## config.mk

```make
export PLATFORM = sky130hd
export DESIGN_NAME = adc_table_interpolator_top_flat
export DESIGN_NICKNAME = d
export VERILOG_FILES = /design/src/rtl/ati_pkg.sv /design/src/rtl/ati_if.sv /design/src/rtl/adc_table_interpolator_top.sv /design/src/flat_wrapper.sv
export SDC_FILE = /design/constraint.sdc
export NUM_CORES = 2
export LEC_CHECK = 0
export ABC_CLOCK_PERIOD_IN_PS = 15880
export BUFFER_PORTS_ARGS = -buffer_cell sky130_fd_sc_hd__buf_2
export CAP_MARGIN = 20
export CORE_MARGIN = 2
export CORE_UTILIZATION = 25
export CTS_BUF_LIST = sky130_fd_sc_hd__clkbuf_4 sky130_fd_sc_hd__clkbuf_8 sky130_fd_sc_hd__clkbuf_16
export CTS_CLUSTER_SIZE = 16
export DETAILED_ROUTE_END_ITERATION = 6
export SLEW_MARGIN = 30
export SYNTH_ARGS = -nofsm -noshare
export SYNTH_HDL_FRONTEND = slang
export SYNTH_SLANG_ARGS = --single-unit
```

## constraint.sdc

```tcl
create_clock -name clock -period 15.88 [get_ports clock]
set_input_delay 3.176 -clock clock [delete_from_list [all_inputs] [get_ports clock]]
set_output_delay 3.176 -clock clock [all_outputs]
set_load 0.05 [all_outputs]
```

## src/rtl/ati_pkg.sv

```systemverilog
// ----------------------------------------------------------------------------
// ADC table interpolator package
// Widths, codes and sizes shared by the channel interfaces and the top level.
// ----------------------------------------------------------------------------
package ati_pkg;

   // Table geometry.
   localparam int TABLE_DEPTH = 16;
   localparam int IDX_W       = $clog2(TABLE_DEPTH);
   localparam int SZ_W        = $clog2(TABLE_DEPTH + 1);
   localparam int PTR_W       = SZ_W + 1;

   // Field widths.
   localparam int REQ_TYPE_W  = 1;
   localparam int ENTRY_IDX_W = 4;
   localparam int KEY_W       = 17;
   localparam int VAL_W       = 16;
   localparam int SAMPLE_W    = 16;
   localparam int OFFSET_W    = 16;
   localparam int TSIZE_W     = 5;

   // Configuration port.
   localparam int CSR_IDX_W   = 1;
   localparam int CSR_DATA_W  = 16;
   localparam logic [CSR_IDX_W-1:0] CSR_OFFSET     = 1'b0;
   localparam logic [CSR_IDX_W-1:0] CSR_TABLE_SIZE = 1'b1;

   // Request codes.
   localparam logic [REQ_TYPE_W-1:0] REQ_WRITE   = 1'b0;
   localparam logic [REQ_TYPE_W-1:0] REQ_CONVERT = 1'b1;

   // Datapath widths of the interpolation.
   localparam int LKEY_W = SAMPLE_W + 2;
   localparam int DEN_W  = KEY_W + 1;
   localparam int DV_W   = VAL_W + 1;
   localparam int DK_W   = LKEY_W + 1;
   localparam int NUM_W  = DV_W + DK_W;
   localparam int SUM_W  = NUM_W + 2;
   localparam int CNT_W  = $clog2(NUM_W);

   localparam logic signed [SUM_W-1:0] VAL_MAX = SUM_W'(32767);
   localparam logic signed [SUM_W-1:0] VAL_MIN = -SUM_W'(32768);

endpackage

```

## src/rtl/ati_if.sv

```systemverilog
// ----------------------------------------------------------------------------
// ADC table interpolator channels
// Valid/ready channels for request items and response items.
// ----------------------------------------------------------------------------
interface ati_req_if;
   logic                                   valid;
   logic                                   ready;
   logic [ati_pkg::REQ_TYPE_W-1:0]         req_type;
   logic [ati_pkg::ENTRY_IDX_W-1:0]        entry_index;
   logic signed [ati_pkg::KEY_W-1:0]       entry_key;
   logic signed [ati_pkg::VAL_W-1:0]       entry_value;
   logic [ati_pkg::SAMPLE_W-1:0]           sample;

   modport source (output valid, req_type, entry_index, entry_key, entry_value, sample,
                   input ready);
   modport sink   (input valid, req_type, entry_index, entry_key, entry_value, sample,
                   output ready);
endinterface

interface ati_rsp_if;
   logic                                   valid;
   logic                                   ready;
   logic signed [ati_pkg::VAL_W-1:0]       value;
   logic                                   ok;

   modport source (output valid, value, ok, input ready);
   modport sink   (input valid, value, ok, output ready);
endinterface

```

## src/rtl/adc_table_interpolator_top.sv

```systemverilog
// ----------------------------------------------------------------------------
// ADC table interpolator
// A write goes straight to the response stage. A conversion on an empty table fails;
// otherwise it clamps at an end of the table, ends on an exact hit of a binary search
// of at most log2(depth) + 1 steps, or interpolates through a bit-serial divide.
// Throughput: one item at a time; a request is taken only when idle, and a full
// response register holds the sequencer until rsp ready. Reset clears the
// sequencer, the response valid and both registers; table contents are undefined.
// ----------------------------------------------------------------------------
module adc_table_interpolator_top (
   input  logic                                clock,
   input  logic                                reset,
   ati_req_if.sink                             req_ch,
   ati_rsp_if.source                           rsp_ch,
   input  logic                                csr_wr_en,
   input  logic [ati_pkg::CSR_IDX_W-1:0]       csr_index,
   input  logic [ati_pkg::CSR_DATA_W-1:0]      csr_wr_data
);

   typedef enum logic [3:0] {
      S_IDLE, S_FIRST, S_LAST, S_BS_ISSUE, S_BS_CMP, S_RD_LO, S_RD_HI,
      S_DIFF, S_MUL, S_PREP, S_DIV, S_FIX, S_DONE
   } state_type;

   state_type                                  state_ff;

   // Configuration registers.
   logic [ati_pkg::OFFSET_W-1:0]               csr_offset_ff;
   logic [ati_pkg::TSIZE_W-1:0]                csr_table_size_ff;

   // Table memory and its registered read port.
   logic signed [ati_pkg::KEY_W-1:0]           key_mem [ati_pkg::TABLE_DEPTH];
   logic signed [ati_pkg::VAL_W-1:0]           val_mem [ati_pkg::TABLE_DEPTH];
   logic signed [ati_pkg::KEY_W-1:0]           rd_key_ff;
   logic signed [ati_pkg::VAL_W-1:0]           rd_val_ff;
   logic [ati_pkg::IDX_W-1:0]                  rd_addr;
   logic                                       mem_wr;

   // Search state.
   logic signed [ati_pkg::LKEY_W-1:0]          key_ff;
   logic signed [ati_pkg::LKEY_W-1:0]          key_in;
   logic [ati_pkg::SZ_W-1:0]                   size_ff;
   logic [ati_pkg::SZ_W-1:0]                   size_in;
   logic signed [ati_pkg::PTR_W-1:0]           lo_ff;
   logic signed [ati_pkg::PTR_W-1:0]           hi_ff;
   logic signed [ati_pkg::PTR_W-1:0]           last_ptr;
   logic signed [ati_pkg::PTR_W-1:0]           mid_ptr;
   logic signed [ati_pkg::PTR_W:0]             mid_sum;
   logic [ati_pkg::IDX_W-1:0]                  mid_ff;
   logic [ati_pkg::IDX_W-1:0]                  mid_in;
   logic signed [ati_pkg::LKEY_W-1:0]          rd_key_ext;

   // Interpolation datapath.
   logic signed [ati_pkg::KEY_W-1:0]           klo_ff;
   logic signed [ati_pkg::VAL_W-1:0]           vlo_ff;
   logic signed [ati_pkg::VAL_W-1:0]           vhi_ff;
   logic signed [ati_pkg::DEN_W-1:0]           den_ff;
   logic signed [ati_pkg::DEN_W-1:0]           den_in;
   logic signed [ati_pkg::DV_W-1:0]            dv_ff;
   logic signed [ati_pkg::DK_W-1:0]            dk_ff;
   logic signed [ati_pkg::NUM_W-1:0]           num_ff;
   logic signed [ati_pkg::NUM_W-1:0]           num_in;
   logic [ati_pkg::NUM_W-1:0]                  dvd_ff;
   logic [ati_pkg::DEN_W-1:0]                  dmag_ff;
   logic [ati_pkg::DEN_W-1:0]                  rem_ff;
   logic [ati_pkg::DEN_W:0]                    rem_sh;
   logic [ati_pkg::DEN_W:0]                    trial;
   logic                                       neg_ff;
   logic [ati_pkg::CNT_W-1:0]                  cnt_ff;
   logic signed [ati_pkg::SUM_W-1:0]           quot_ext;
   logic signed [ati_pkg::SUM_W-1:0]           sum_in;

   // Result and response registers.
   logic signed [ati_pkg::VAL_W-1:0]           res_value_ff;
   logic                                       res_ok_ff;
   logic signed [ati_pkg::VAL_W-1:0]           rsp_value_ff;
   logic                                       rsp_ok_ff;
   logic                                       rsp_valid_ff;

   assign req_ch.ready = (state_ff == S_IDLE);
   assign rsp_ch.valid = rsp_valid_ff;
   assign rsp_ch.value = rsp_value_ff;
   assign rsp_ch.ok    = rsp_ok_ff;

   // ------------------------------------------------------------------------
   // Configuration registers.
   // ------------------------------------------------------------------------
   always_ff @(posedge clock) begin
      if (reset) begin
         csr_offset_ff     <= '0;
         csr_table_size_ff <= '0;
      end else if (csr_wr_en) begin
         unique case (csr_index)
            ati_pkg::CSR_OFFSET: begin
               csr_offset_ff <= csr_wr_data[ati_pkg::OFFSET_W-1:0];
            end
            ati_pkg::CSR_TABLE_SIZE: begin
               csr_table_size_ff <= csr_wr_data[ati_pkg::TSIZE_W-1:0];
            end
            default: begin
            end
         endcase
      end
   end

   // ------------------------------------------------------------------------
   // Table memory: one write port on a write transfer, one registered read.
   // ------------------------------------------------------------------------
   assign mem_wr = req_ch.valid && req_ch.ready && (req_ch.req_type == ati_pkg::REQ_WRITE) &&
                   (32'(req_ch.entry_index) < ati_pkg::TABLE_DEPTH);

   always_ff @(posedge clock) begin
      if (mem_wr) begin
         key_mem[ati_pkg::IDX_W'(req_ch.entry_index)] <= req_ch.entry_key;
         val_mem[ati_pkg::IDX_W'(req_ch.entry_index)] <= req_ch.entry_value;
      end
      rd_key_ff <= key_mem[rd_addr];
      rd_val_ff <= val_mem[rd_addr];
   end

   // ------------------------------------------------------------------------
   // Sequencer support logic.
   // ------------------------------------------------------------------------
   always_comb begin
      if (int'(csr_table_size_ff) > ati_pkg::TABLE_DEPTH) begin
         size_in = ati_pkg::SZ_W'(ati_pkg::TABLE_DEPTH);
      end else begin
         size_in = ati_pkg::SZ_W'(csr_table_size_ff);
      end
      if (csr_offset_ff != '0) begin
         key_in = $signed({2'b00, csr_offset_ff}) - $signed({2'b00, req_ch.sample});
      end else begin
         key_in = $signed({2'b00, req_ch.sample});
      end
   end

   assign last_ptr   = $signed({1'b0, size_ff}) - ati_pkg::PTR_W'(1);
   assign mid_sum    = (ati_pkg::PTR_W + 1)'(lo_ff) + (ati_pkg::PTR_W + 1)'(hi_ff);
   assign mid_in     = mid_sum[ati_pkg::IDX_W:1];
   assign mid_ptr    = $signed({{(ati_pkg::PTR_W - ati_pkg::IDX_W){1'b0}}, mid_ff});
   assign rd_key_ext = ati_pkg::LKEY_W'(rd_key_ff);

   // The address is chosen in the state before the one that uses the registered data.
   always_comb begin
      case (state_ff)
         S_FIRST:    rd_addr = ati_pkg::IDX_W'(size_ff - 1'b1);
         S_BS_ISSUE: rd_addr = mid_in;
         S_RD_LO:    rd_addr = lo_ff[ati_pkg::IDX_W-1:0];
         S_RD_HI:    rd_addr = hi_ff[ati_pkg::IDX_W-1:0];
         default:    rd_addr = '0;
      endcase
   end

   assign den_in = ati_pkg::DEN_W'(klo_ff) - ati_pkg::DEN_W'(rd_key_ff);
   assign num_in = dv_ff * dk_ff;

   // One restoring divide step per cycle.
   assign rem_sh = {rem_ff, dvd_ff[ati_pkg::NUM_W-1]};
   assign trial  = rem_sh - {1'b0, dmag_ff};

   assign quot_ext = $signed({2'b00, dvd_ff});
   assign sum_in   = ati_pkg::SUM_W'(vhi_ff) + (neg_ff ? -quot_ext : quot_ext);

   // ------------------------------------------------------------------------
   // Sequencer.
   // ------------------------------------------------------------------------
   always_ff @(posedge clock) begin
      if (reset) begin
         state_ff     <= S_IDLE;
         rsp_valid_ff <= 1'b0;
      end else begin
         // In S_DONE the response register is reloaded below instead.
         if (rsp_valid_ff && rsp_ch.ready && (state_ff != S_DONE)) begin
            rsp_valid_ff <= 1'b0;
         end
         unique case (state_ff)
            S_IDLE: begin
               if (req_ch.valid) begin
                  res_value_ff <= '0;
                  if (req_ch.req_type == ati_pkg::REQ_CONVERT) begin
                     if (size_in == '0) begin
                        res_ok_ff <= 1'b0;
                        state_ff  <= S_DONE;
                     end else begin
                        res_ok_ff <= 1'b1;
                        key_ff    <= key_in;
                        size_ff   <= size_in;
                        state_ff  <= S_FIRST;
                     end
                  end else begin
                     res_ok_ff <= 1'b1;
                     state_ff  <= S_DONE;
                  end
               end
            end
            S_FIRST: begin
               if (rd_key_ext >= key_ff) begin
                  res_value_ff <= rd_val_ff;
                  state_ff     <= S_DONE;
               end else begin
                  state_ff <= S_LAST;
               end
            end
            S_LAST: begin
               if (rd_key_ext <= key_ff) begin
                  res_value_ff <= rd_val_ff;
                  state_ff     <= S_DONE;
               end else begin
                  lo_ff    <= '0;
                  hi_ff    <= last_ptr;
                  state_ff <= S_BS_ISSUE;
               end
            end
            S_BS_ISSUE: begin
               if (lo_ff <= hi_ff) begin
                  mid_ff   <= mid_in;
                  state_ff <= S_BS_CMP;
               end else begin
                  // Out of the search: pull both neighbors back into the table.
                  if (hi_ff < 0) begin
                     hi_ff <= '0;
                  end
                  if (lo_ff > last_ptr) begin
                     lo_ff <= last_ptr;
                  end
                  state_ff <= S_RD_LO;
               end
            end
            S_BS_CMP: begin
               if (rd_key_ext > key_ff) begin
                  hi_ff    <= mid_ptr - ati_pkg::PTR_W'(1);
                  state_ff <= S_BS_ISSUE;
               end else if (rd_key_ext < key_ff) begin
                  lo_ff    <= mid_ptr + ati_pkg::PTR_W'(1);
                  state_ff <= S_BS_ISSUE;
               end else begin
                  res_value_ff <= rd_val_ff;
                  state_ff     <= S_DONE;
               end
            end
            S_RD_LO: begin
               state_ff <= S_RD_HI;
            end
            S_RD_HI: begin
               klo_ff   <= rd_key_ff;
               vlo_ff   <= rd_val_ff;
               state_ff <= S_DIFF;
            end
            S_DIFF: begin
               if (den_in == '0) begin
                  res_value_ff <= rd_val_ff;
                  state_ff     <= S_DONE;
               end else begin
                  den_ff   <= den_in;
                  dv_ff    <= ati_pkg::DV_W'(vlo_ff) - ati_pkg::DV_W'(rd_val_ff);
                  dk_ff    <= ati_pkg::DK_W'(key_ff) - ati_pkg::DK_W'(rd_key_ff);
                  vhi_ff   <= rd_val_ff;
                  state_ff <= S_MUL;
               end
            end
            S_MUL: begin
               num_ff   <= num_in;
               state_ff <= S_PREP;
            end
            S_PREP: begin
               dvd_ff   <= num_ff[ati_pkg::NUM_W-1] ? $unsigned(-num_ff) : $unsigned(num_ff);
               dmag_ff  <= den_ff[ati_pkg::DEN_W-1] ? $unsigned(-den_ff) : $unsigned(den_ff);
               neg_ff   <= num_ff[ati_pkg::NUM_W-1] ^ den_ff[ati_pkg::DEN_W-1];
               rem_ff   <= '0;
               cnt_ff   <= ati_pkg::CNT_W'(ati_pkg::NUM_W - 1);
               state_ff <= S_DIV;
            end
            S_DIV: begin
               if (!trial[ati_pkg::DEN_W]) begin
                  rem_ff <= trial[ati_pkg::DEN_W-1:0];
                  dvd_ff <= {dvd_ff[ati_pkg::NUM_W-2:0], 1'b1};
               end else begin
                  rem_ff <= rem_sh[ati_pkg::DEN_W-1:0];
                  dvd_ff <= {dvd_ff[ati_pkg::NUM_W-2:0], 1'b0};
               end
               if (cnt_ff == '0) begin
                  state_ff <= S_FIX;
               end else begin
                  cnt_ff <= cnt_ff - 1'b1;
               end
            end
            S_FIX: begin
               if (sum_in > ati_pkg::VAL_MAX) begin
                  res_value_ff <= ati_pkg::VAL_W'(ati_pkg::VAL_MAX);
               end else if (sum_in < ati_pkg::VAL_MIN) begin
                  res_value_ff <= ati_pkg::VAL_W'(ati_pkg::VAL_MIN);
               end else begin
                  res_value_ff <= ati_pkg::VAL_W'(sum_in);
               end
               state_ff <= S_DONE;
            end
            S_DONE: begin
               // Hand the result to the response register once it is free.
               if (!rsp_valid_ff || rsp_ch.ready) begin
                  rsp_value_ff <= res_value_ff;
                  rsp_ok_ff    <= res_ok_ff;
                  rsp_valid_ff <= 1'b1;
                  state_ff     <= S_IDLE;
               end
            end
            default: begin
               state_ff <= S_IDLE;
            end
         endcase
      end
   end

   // ------------------------------------------------------------------------
   // Assertions.
   // ------------------------------------------------------------------------
   a_accept_leaves_idle: assert property (@(posedge clock) disable iff (reset)
      (req_ch.valid && req_ch.ready) |=> (state_ff != S_IDLE))
      else $error("transfer accepted but sequencer stayed idle");

   a_done_delivers: assert property (@(posedge clock) disable iff (reset)
      (state_ff == S_DONE && (!rsp_valid_ff || rsp_ch.ready)) |=>
      (rsp_valid_ff && state_ff == S_IDLE))
      else $error("finished result not moved to the response register");

   a_div_nonzero: assert property (@(posedge clock) disable iff (reset)
      (state_ff == S_DIV) |-> (dmag_ff != '0))
      else $error("divider running with a zero divisor");

   a_mid_in_table: assert property (@(posedge clock) disable iff (reset)
      (state_ff == S_BS_ISSUE && lo_ff <= hi_ff) |-> (ati_pkg::SZ_W'(mid_in) < size_ff))
      else $error("search probe outside the table in use");

endmodule

```

## src/flat_wrapper.sv

```systemverilog
// flat-port wrapper written by rule: the top's interface ports become plain ports
module adc_table_interpolator_top_flat 
  (clock, reset, csr_wr_en, csr_index, csr_wr_data, req_ch_valid, req_ch_req_type, req_ch_entry_index, req_ch_entry_key, req_ch_entry_value, req_ch_sample, req_ch_ready, rsp_ch_valid, rsp_ch_value, rsp_ch_ok, rsp_ch_ready);
  ati_req_if req_ch_i ();
  ati_rsp_if rsp_ch_i ();
  input  logic clock;
  input  logic reset;
  input  logic csr_wr_en;
  input  logic [ati_pkg::CSR_IDX_W-1:0] csr_index;
  input  logic [ati_pkg::CSR_DATA_W-1:0] csr_wr_data;
  input wire logic [$bits(req_ch_i.valid)-1:0] req_ch_valid;
  input wire logic [$bits(req_ch_i.req_type)-1:0] req_ch_req_type;
  input wire logic [$bits(req_ch_i.entry_index)-1:0] req_ch_entry_index;
  input wire logic [$bits(req_ch_i.entry_key)-1:0] req_ch_entry_key;
  input wire logic [$bits(req_ch_i.entry_value)-1:0] req_ch_entry_value;
  input wire logic [$bits(req_ch_i.sample)-1:0] req_ch_sample;
  output wire logic [$bits(req_ch_i.ready)-1:0] req_ch_ready;
  output wire logic [$bits(rsp_ch_i.valid)-1:0] rsp_ch_valid;
  output wire logic [$bits(rsp_ch_i.value)-1:0] rsp_ch_value;
  output wire logic [$bits(rsp_ch_i.ok)-1:0] rsp_ch_ok;
  input wire logic [$bits(rsp_ch_i.ready)-1:0] rsp_ch_ready;
  assign req_ch_i.valid = req_ch_valid;
  assign req_ch_i.req_type = req_ch_req_type;
  assign req_ch_i.entry_index = req_ch_entry_index;
  assign req_ch_i.entry_key = req_ch_entry_key;
  assign req_ch_i.entry_value = req_ch_entry_value;
  assign req_ch_i.sample = req_ch_sample;
  assign req_ch_ready = req_ch_i.ready;
  assign rsp_ch_valid = rsp_ch_i.valid;
  assign rsp_ch_value = rsp_ch_i.value;
  assign rsp_ch_ok = rsp_ch_i.ok;
  assign rsp_ch_i.ready = rsp_ch_ready;
  adc_table_interpolator_top u_core (.clock(clock), .reset(reset), .req_ch(req_ch_i), .rsp_ch(rsp_ch_i), .csr_wr_en(csr_wr_en), .csr_index(csr_index), .csr_wr_data(csr_wr_data));
endmodule
```

==> impl_metrics.toml <==
[power_and_ir_drop]
peakVddDrop_v = 0.0001301
p_per_area_mw_per_mm2 = 126.4
p_total_mw = 7.450
p_leak_nw = 21.59

[clocking]
h-tree-depth = 3
cts_resized = 0
hold_buffers = 0
cts_num_sinks = 876
clk_pin_slew_worst_paths_ns = 0.07
clk_latency_ns = 0.72
tritoncts = "done"
cts-root-buf = "clkbuf_16"
post_cts_buffers = 0
cts_buffers = 93
ctsLongestPathBuffers = 3

[sta]
setup_viol = 0
layout_setup_ws_ns = 8.244
finalHoldViolations = 0
layout_min_cycle_time_ns = 7.636
skew_ns = 0.08430
drv_slew = 0
fin_crit_sh_pct = 48.09
tightestPinTransition_ns = 1.007
fmax_ghz = 0.1310
rsz0062_at_grt = "no"
max_slew_margin_pct = 32.40
tns_ns = 0

[yosys]
synth_seq_cells = 876
avgSynthCellArea_sq_um = 12.50
synth.area.top_cells = "edfxtp_1 47%, fa_1 12%, mux4_2 5.7%"
yosys_warnings = 0
synth_cell_types = 82
syn_area_sq_mm = 0.05192
ys_seq_area_share_pct = 49.53
async_reset_ff_share_pct = 0
synth_area_leader_cell = "edfxtp_1"
synth_top_area_share_pct = 47.26
synth-edff-count = 817
syn_nets = 4785
synth_cells = 4152
synth_flop_cell = "edfxtp_1"

[setup_path]
rr_startpoint = "u_core.dv_ff[7]"
critical_path.n_buffers_inverters = 3
critPathMaxFanout = 18
crit_slowest_cell = "a311oi_1"
r2r.worst_path.cells = 22
crit_path_start_kind = "register"
critical_path.startpoint = "u_core.dv_ff[7]"
slowest_delay_ns = 0.82
crit_chain = "nand2_1 > fa_1 > inv_1 > fa_1 > inv_1 > fa_1 > fa_1 > inv_1 > fa_1 > fa_1 > ha_1 > and3_1 > nand4_1 > a21oi_1 > o2111ai_1 > a311oi_1 > a21oi_1 > a21oi_1 > a211o_1 > a31o_2 > a21oi_1 > xnor2_1"
crit_path_frequent_cell = "fa_1"
worst_ep_arrival_time_ns = 8.03
cp.required_ns = 16.28
worst_path_dominant_cell_family = "adder cells"
critical_path_class = "reg -> reg"
crit_path_end_kind = "register"
crit_cells = 22

[final_layout]
fillers = 20980
instances_no_fill = 7014
fin_nets = 4865
layout-drive-gt1-share_pct = 11.63
syn_to_final_growth_pct = 13.51

[route]
vias = 32136
drtPass1Iterations = 6
antenna_left = 0
routed_wirelength_um = 126900
wl_per_cell_um = 18.09
drcViolationCount = 0
vias_per_cell = 4.582
drtIter0Drc = 2437

[place]
dpl.hpwl_um = 89030
gp_congestion = 0.8548
pre_cts_ws_ns = 8.332
port_buffers = 94
placed_cells = 6841

[global_routing]
antenna_found_initial = 21
gr-total-overflow = 0
grt_pass1_vias = 32720
grt_usage_pct = 11.86
grt_pass1_wl_um = 194800
grt_max_degree = 133

[floorplanning]
io-pin-count = 95
start_util_pct = 25.10
core_area_sq_mm = 0.2069
die_y_um = 459.7
rows = 167
die-area_sq_mm = 0.2113
die_x_um = 459.7

[status]
outcome = "finished, final reports clean"

[hold_path]
hold_class = "reg -> reg"
min-delay-start = "u_core.res_value_ff[9]"
hold_depth = 0

[run]
cap_violations = 0
## worst paths after layout
path / endpoint / slack, ns
min reg2reg: u_core.rsp_ch.value[9] / 0.42
max reg2reg: u_core.num_ff[33] / 8.24
max: u_core.num_ff[33] / 8.24
min: u_core.rsp_ch.value[9] / 0.42
## area by class of cell
| cell class | instances | area [sq um] | share of cell area, % |
|---|---|---|---|
| diodes | 2 | 5.005 | 0.008493 |
| clock buffers | 113 | 2496 | 4.236 |
| clock inverters | 58 | 671.9 | 1.140 |
| inverters | 454 | 1704 | 2.892 |
| multi-input cells | 2669 | 24120 | 40.93 |
| flip-flops and latches | 876 | 25710 | 43.64 |
| well taps | 2704 | 3383 | 5.741 |
| repair buffers | 138 | 837.1 | 1.420 |
## power breakdown
part,internal [mW],leakage (nW),switching [mW]
clock,1.27,1.55,0.958
sequential,2.81,7.87,0.146
combinational,0.890,12.2,1.38
## logic make-up (layout without fill, tap and decap cells)
| family | after synthesis | after routing | synth area share (%) |
|---|---|---|---|
| AO/OA/AOI/OAI | 632 | 632 | 7.756 |
| XOR/XNOR | 221 | 221 | 3.728 |
| adder cells (fa/ha/maj) | 557 | 557 | 18.09 |
| buffers and inverters | 607 | 763 | 4.456 |
| flip-flops | 876 | 876 | 49.53 |
| multiplexers | 159 | 159 | 6.256 |
| other | 0 | 2 | 0 |
| AND/OR/NAND/NOR | 1100 | 1100 | 10.18 |
## layout by cell type (no fill, tap or decap), drive strengths merged, types with 9 or more instances in the layout
cell type,Yosys,routed
edfxtp,817,817
nand2,457,457
inv,453,456
fa,323,323
ha,234,234
nor2,170,170
and2,165,165
a21oi,159,159
o21ai,150,150
xnor2,143,143
buf,20,138
mux4,132,132
clkbuf,131,113
xor2,78,78
dfxtp,59,59
a31oi,50,50
nand2b,49,49
nand3,47,47
a211oi,45,45
nor3,44,44
clkinv,1,44
nor2b,42,42
a21o,40,40
or3,33,33
o31ai,32,32
and3,23,23
mux2i,23,23
a21boi,21,21
a22oi,19,19
nor4,18,18
or2,15,15
o41ai,15,15
o21a,14,14
or4,14,14
o22ai,12,12
o21bai,10,10
nand4,9,9
o211ai,9,9
## synth_stat cells (all sizes together), types with 45 or more instances
cell type / n
inv: 453
a31oi: 50
fa: 323
nand3: 47
dfxtp: 59
o21ai: 150
edfxtp: 817
clkbuf: 131
nand2: 457
mux4: 132
xor2: 78
nand2b: 49
ha: 234
a211oi: 45
nor2: 170
xnor2: 143
a21oi: 159
and2: 165
## registers in the layout (all words and copies together), names as in the netlist, 18 cells and up
signal / flops
u_core.den_ff: 18
u_core.dk_ff: 18
u_core.dmag_ff: 18
u_core.dvd_ff: 36
u_core.key_mem: 272
u_core.num_ff: 36
u_core.rem_ff: 18
u_core.val_mem: 256
## metal layers
layer	up-vias	wire length, um	part of all wire, %	track usage [%]
met5	-	149	0.12	0
met4	24	2382	1.9	2.409
met3	156	6280	5.0	1.837
met2	753	61840	49	20.01
met1	16382	56200	44	16.08
li1	14821	-	-	-
## per-stage QoR
| step | util [%] | hold slack, ns | cell area [sq um] |
|---|---|---|---|
| after CTS | 28.47 | 0.4231 | 58900 |
| after global placement | 26.93 | 0.4123 | 55710 |
| after global routing | 28.49 | 0.4286 | 58930 |
| after floorplan | - | 0.4003 | 51920 |
| after detailed placement | 26.94 | 0.4093 | 55730 |
| final | 28.49 | 0.4218 | 58930 |
(Power assumes the default switching activity.)
